[config.mk]
export PLATFORM = sky130hd
export DESIGN_NAME = cwm_div_cell
export DESIGN_NICKNAME = d
export VERILOG_FILES = /design/src/rtl/core/cwm_pkg.sv /design/src/rtl/core/cwm_div_cell.sv
export SDC_FILE = /design/constraint.sdc
export NUM_CORES = 1
export LEC_CHECK = 0
export CAP_MARGIN = 20
export CORE_AREA = 2 2 135 137
export DETAILED_ROUTE_END_ITERATION = 16
export DIE_AREA = 0 0 137 139
export DONT_BUFFER_PORTS = 1
export MAX_ROUTING_LAYER = met4
export SLEW_MARGIN = 0
export SYNTH_ARGS = -nofsm -noshare
export SYNTH_HDL_FRONTEND = slang
export SYNTH_SLANG_ARGS = --single-unit
[constraint.sdc]
create_clock -name clk -period 12.6 [get_ports clk]
set_input_delay 3.78 -clock clk [delete_from_list [all_inputs] [get_ports clk]]
set_output_delay 3.78 -clock clk [all_outputs]
set_load 0.05 [all_outputs]
[src/rtl/core/cwm_pkg.sv]
`timescale 1ns / 1ps
// ----------------------------------------------------------------------------
// cwm_pkg
// Shared types and constants of the cylindrical inverse warp address unit.
// ----------------------------------------------------------------------------
package cwm_pkg;

  localparam int Q_FRAC   = 30;   // fraction bits of angle, sin and cos
  localparam int A_W      = 31;   // angle below a right angle, Q30
  localparam int A2_W     = 32;   // angle squared, Q30
  localparam int TERM_W   = 31;   // series term
  localparam int SUM_W    = 36;   // signed running sums
  localparam int YQ_W     = 65;   // |height| * radius
  localparam int UC_W     = 31;   // positive cosine, up to 2^30
  localparam int QB       = 26;   // quotient bits kept; larger values saturate anyway
  localparam int NX_W     = 47;   // radius * sin
  localparam int OUT_W    = 24;
  localparam int CFG_W    = 21;
  localparam int N_TERMS  = 12;
  localparam int DIV_SHIFT = 43;  // reciprocal scale for division by constant
  localparam int RECIP_W  = 43;
  localparam int RLO_W    = 22;   // low slice of the reciprocal

  localparam logic [A_W-1:0] HALF_PI_Q30 = 31'd1686629713;
  localparam logic signed [SUM_W-1:0] C_ONE = SUM_W'(64'd1 << Q_FRAC);
  localparam logic signed [OUT_W-1:0] OUT_MAX = 24'sh7FFFFF;
  localparam logic signed [OUT_W-1:0] OUT_MIN = 24'sh800000;

  typedef enum logic [2:0] {
    REG_RADIUS,
    REG_CENTER_X,
    REG_CENTER_Y,
    REG_OFFSET_X,
    REG_OFFSET_Y,
    REG_INV_SCALE,
    REG_SRC_WIDTH,
    REG_SRC_HEIGHT
  } cfg_reg_t;

  typedef struct packed {
    logic                     vld;
    logic                     aneg;
    logic                     hneg;
    logic                     big;
    logic [YQ_W-1:0]          yq;
    logic [A2_W-1:0]          a2;
    logic [TERM_W-1:0]        ts;
    logic [TERM_W-1:0]        tc;
    logic signed [SUM_W-1:0]  s;
    logic signed [SUM_W-1:0]  c;
  } tay_tok_t;

  typedef struct packed {
    logic             vld;
    logic             sat;
    logic             aneg;
    logic             hneg;
    logic             ovx;
    logic             ovy;
    logic [UC_W-1:0]  uc;
    logic [UC_W-1:0]  rx;
    logic [QB-1:0]    lx;
    logic [UC_W-1:0]  ry;
    logic [QB-1:0]    ly;
  } div_tok_t;

endpackage

[src/rtl/core/cwm_div_cell.sv]
`timescale 1ns / 1ps
// ----------------------------------------------------------------------------
// cwm_div_cell
// One restoring division step for the column and row quotients.
// ----------------------------------------------------------------------------
module cwm_div_cell
  import cwm_pkg::*;
(
  input  logic     clk,
  input  logic     rst_n,
  input  logic     en,
  input  div_tok_t tok_i,
  output div_tok_t tok_o
);

  div_tok_t tok_r, tok_nxt;
  logic [UC_W:0] tx, ty;
  logic          bx, by;

  assign tx = {tok_i.rx, tok_i.lx[QB-1]};
  assign ty = {tok_i.ry, tok_i.ly[QB-1]};
  assign bx = tx >= {1'b0, tok_i.uc};
  assign by = ty >= {1'b0, tok_i.uc};

  always_comb begin
    tok_nxt    = tok_i;
    tok_nxt.rx = bx ? UC_W'(tx - {1'b0, tok_i.uc}) : tx[UC_W-1:0];
    tok_nxt.ry = by ? UC_W'(ty - {1'b0, tok_i.uc}) : ty[UC_W-1:0];
    // numerator bits shift out the top, quotient bits in at the bottom
    tok_nxt.lx = {tok_i.lx[QB-2:0], bx};
    tok_nxt.ly = {tok_i.ly[QB-2:0], by};
  end

  always_ff @(posedge clk) begin
    if (!rst_n) begin
      tok_r.vld <= 1'b0;
    end else if (en) begin
      tok_r <= tok_nxt;
    end
  end

  assign tok_o = tok_r;

  a_rem_x: assert property (@(posedge clk) disable iff (!rst_n)
    tok_r.vld && !tok_r.sat && !tok_r.ovx |-> tok_r.rx < tok_r.uc)
    else $error("column remainder not below divisor");

  a_rem_y: assert property (@(posedge clk) disable iff (!rst_n)
    tok_r.vld && !tok_r.sat && !tok_r.ovy |-> tok_r.ry < tok_r.uc)
    else $error("row remainder not below divisor");

endmodule

[Yosys cells after proc, flatten, opt, wreduce, memory -nomap -nowiden]
Index checks and enable logic that the tools add are counted.
Word-level totals
  bits in registers: 151
  bits of input ports: 154
  output and inout bits: 151
  word-level logic and storage cells: 18
Cells by class
  add/sub/neg operators: 2
  magnitude comparators: 2
  multiplexer cells: 2
  reduce and logical (&&, ||, !) cells: 1
Operators with widths (number)
  greater-or-equal comparator 32 x 31 -> 1 bit: 2
  two-way mux 31 bit: 2
  subtractor 31 bit: 2
  AND reduction 2 bit: 1

[Depth between registers and ports, before layout]
  depth in word-level cells: 2
  depth in mapped cells: 13
  mapped depth without buffers: 12

[Least setup slack after synthesis]
OpenSTA, ideal clock, no wires.
  path kind: input -> register
  from: input port en
  to: register tok_r (netlist bit tok_o[0]), enable pin
  library setup time: 0.527 ns
  arrival: 7.203 ns
  required time: 12.073 ns
  path slack: 4.870 ns
  stages on the path: 1
  path buffers: 0
  path through: and2_1
Between the ends
  cells in the longest elaborated chain, start to end: 1
Ends and longest elaborated chain
  start, declared: line cwm_div_cell.sv:11  | input logic en,
  AND reduction 2 bit (no line)
  end signal, assigned: line cwm_div_cell.sv:38  | tok_r <= tok_nxt;
  end, declared: line cwm_div_cell.sv:16  | div_tok_t tok_r, tok_nxt;
Every way passes these cells.
A chain may end at the register's enable or synchronous reset.

==> run_results.csv <==
group,metric,value,unit
setup_path,crit_cells,10,
yosys,synth_nets,1008,
timing,rsz0062_at_grt,"no",
yosys,yosysSeqAreaShare,52.23,%
yosys,syn_inst,790,
setup_path,rr_startpoint,"tok_o[150]",
yosys,yosysWarnings,0,
clock_network,cts-buffers-inserted,17,
finish,nFillCells,1561,
power,p_per_area,160.2,nW/µm²
clock_network,cts_setup_buffers,0,
yosys,synth_edf_count,150,
setup_path,r2r_slack,11.58,ns
setup_path,cp-start-kind,"primary input",
global_route,grt_pass1_vias,5998,
global_route,grt_util_all_layers,24.88,%
setup_path,crit_arrival,6.82,ns
finish,finish.net_count,1007,
floorplanning,die_y,139,µm
yosys,synth_area_per_cell,10.96,µm²
floorplanning,initial_core_util,49.06,%
global_route,grt_max_degree,84,
timing,worstMarginPinSlew,0.8494,ns
global_route,grt-ovfl-total,0,
power,leakage,3.611,nW
setup_path,crit_type,"in2reg",
yosys,ys_ff_latch,151,
clock_network,cts_max_level,4,
yosys,synthArstFlopShare,0,%
yosys,yosysUniqueCellTypes,68,
routing,drt_wl_total,23.64,mm
timing,slew-limit-headroom,43.19,%
outcome,status,"finished, final reports clean",
timing,fin_crit,6.656,ns
finish,post_route_cells_drive_above_1_share,8.105,%
routing,viasPerCell,5.975,
routing,met3_length,2.149,mm
placed_design,port_buffers,0,
worst_hold_path,hold_path_class,"reg2reg",
floorplanning,boundaryPins,305,
setup_path,reg2regPathDepth,2,
timing,setup_tns,0,ns
clock_network,clkTransAtPathRegs,0.06,ns
setup_path,endpoint,"tok_o[106]",
routing,wl_met1,9.600,mm
routing,drc_errors,0,
finish,final_cell_mix,"150 x edfxtp_1, 77 x a21oi_1, 67 x nand2_1, 63 x o21ai_0, 62 x ha_1",
setup_path,slowest_delay,0.75,ns
floorplanning,rows,49,
routing,antenna_left,0,
clock_network,cts_sinks,151,
placed_design,globalplace.congestion,0.8897,
timing,finalSetupViolCount,0,
setup_path,cp.required,12.77,ns
clock_network,cts-hold-fix-buffers,0,
finish,layout_commonest_cell,"edfxtp_1",
finish,diodes,0,
setup_path,path_buf_inv,3,
setup_path,crit_start,"tok_i[121]",
setup_path,r2r-end,"tok_o[150]",
timing,hold_viol,0,
finish,area_growth,9.505,%
timing,skew,0,ns
placed_design,dpl.hpwl,18.65,mm
global_route,antenna_found_initial,0,
clock_network,insertion_delay,0.41,ns
yosys,synth_flop_cell,"edfxtp_1",
setup_path,crit_path_top_delay_cell,"a211oi_4",
run,cap_violations,0,
clock_network,cts_resized,0,
power,ir_drop,0.08516,mV
power,finalPower,1.519,mW
setup_path,worstPathCellList,"inv_1 -> ha_1 -> a2111o_1 -> o221ai_2 -> nand3_1 -> a21o_1 -> a211oi_4 -> buf_4 -> inv_2 -> mux2_1",
setup_path,cpLargestDelayFamily,"compound AO/OA/AOI/OAI gates",
clock_network,cts_root_buffer,"clkbuf_16",
floorplanning,die_x,137,µm
routing,routed.top_layer,"met4",
finish,multi_input_area,3825,µm²
setup_path,path_max_fanout,39,
routing,routedWlPerCell,22.93,µm
yosys,syn_area,8662,µm²
timing,finalCritPeriodShare,52.82,%
floorplanning,coreArea,17660,µm²
routing,drtIter0Drc,345,
finish,largest_register_ffs,151,
finish,seq_area,4524,µm²
routing,met2_length,11.22,mm
setup_path,worstSetupEndpointType,"flop",
timing,finalMaxSlewViolations,0,
global_route,grt_pass1_wl,34.46,mm
floorplanning,dieArea,19040,µm²
timing,fmax,0.1502,GHz
routing,vias,6160,
clock_network,cts.path.max_buffers,2,
routing,first_pass_iters,5,
clock_network,cts_tree,"built",
==> report_power, final <==
part	leakage, nW	switching [mW]	internal (mW)
clock	0.279	0.198	0.302
combinational	1.91	0.146	0.0976
sequential	1.42	0.162	0.613
==> area by class of cell <==
| class | count | share of cell area (%) |
|---|---|---|
| sequential | 151 | 47.70 |
| multi-input combinational | 563 | 40.32 |
| clock buffer | 21 | 4.854 |
| tap | 229 | 3.021 |
| inverter | 52 | 2.058 |
| clock inverter | 11 | 1.306 |
| timing repair buffer | 4 | 0.7387 |
==> through the flow <==
step                      cells  hold WS, ns  util (%)  setup WS, ns  area, µm²
after global placement      997       0.7796     50.10         5.543       8846
after detailed placement    997       0.8304     50.10         5.466       8846
final                      1031       0.8378     53.72         5.944       9485
after global routing       1031       0.8676     53.72         5.722       9485
after floorplan             790       0.7429         -         4.870       8662
after CTS                  1029       0.8401     53.41         5.928       9430
==> how the worst min path moves through the flow <==
stage	cells past startpoint	from	end	slack, ns
final	2	tok_o[150]	tok_o[150]	0.84
after global routing	2	tok_o[150]	tok_o[150]	0.87
after CTS	2	tok_o[150]	tok_o[150]	0.84
after detailed placement	2	tok_o[150]	tok_o[150]	0.83
after global placement	2	tok_o[150]	tok_o[150]	0.78
after floorplan	2	tok_o[150]	tok_o[150]	0.74
==> worst register-to-register path: cells and delay by family, from the launching register on <==
kind	cells	cell delay [ns]
flops	1	0.65
mux	1	0.17
simple gates	1	0.14
==> cell usage after synthesis, drive strengths merged (6+ instances only) <==
master  count  area [µm²]
o21bai      6       45.04
nor3        7       35.03
nand4      16       100.1
o21ai      72       364.1
and3        7       43.79
edfxtp    150        4504
ha         62       775.7
a31oi       6       37.54
and2        6       37.54
clkbuf     17       63.81
nand2b     10       62.56
a21oi      81       420.4
a21o       20       150.1
o31ai       6       63.81
nand2      68       257.8
inv        52       195.2
mux2       10       120.1
nand3      12       60.06
xnor2      28       245.2
o21a        6       45.04
buf         7       56.30
nor2b       7       43.79
xor2       22       192.7
nor2       58       217.7
==> metal layers <==
metal,up-vias,global-route usage (%)
met4,0,9.712
li1,2910,-
met5,-,-
met1,2915,29.27
met3,46,8.077
met2,289,39.38
==> cells by family (layout without fill, tap and decap cells) <==
kind of cell,Yosys count,count (layout),synth area share (%)
AO/OA/AOI/OAI,228,228,16.38
AND/OR/NAND/NOR,208,208,11.54
flip-flops,151,151,52.23
XOR/XNOR,50,50,5.056
multiplexers,13,13,1.733
buffers and inverters,76,88,3.640
adder cells (fa/ha/maj),64,64,9.418
Note: power is estimated with default switching activity, not from simulation.
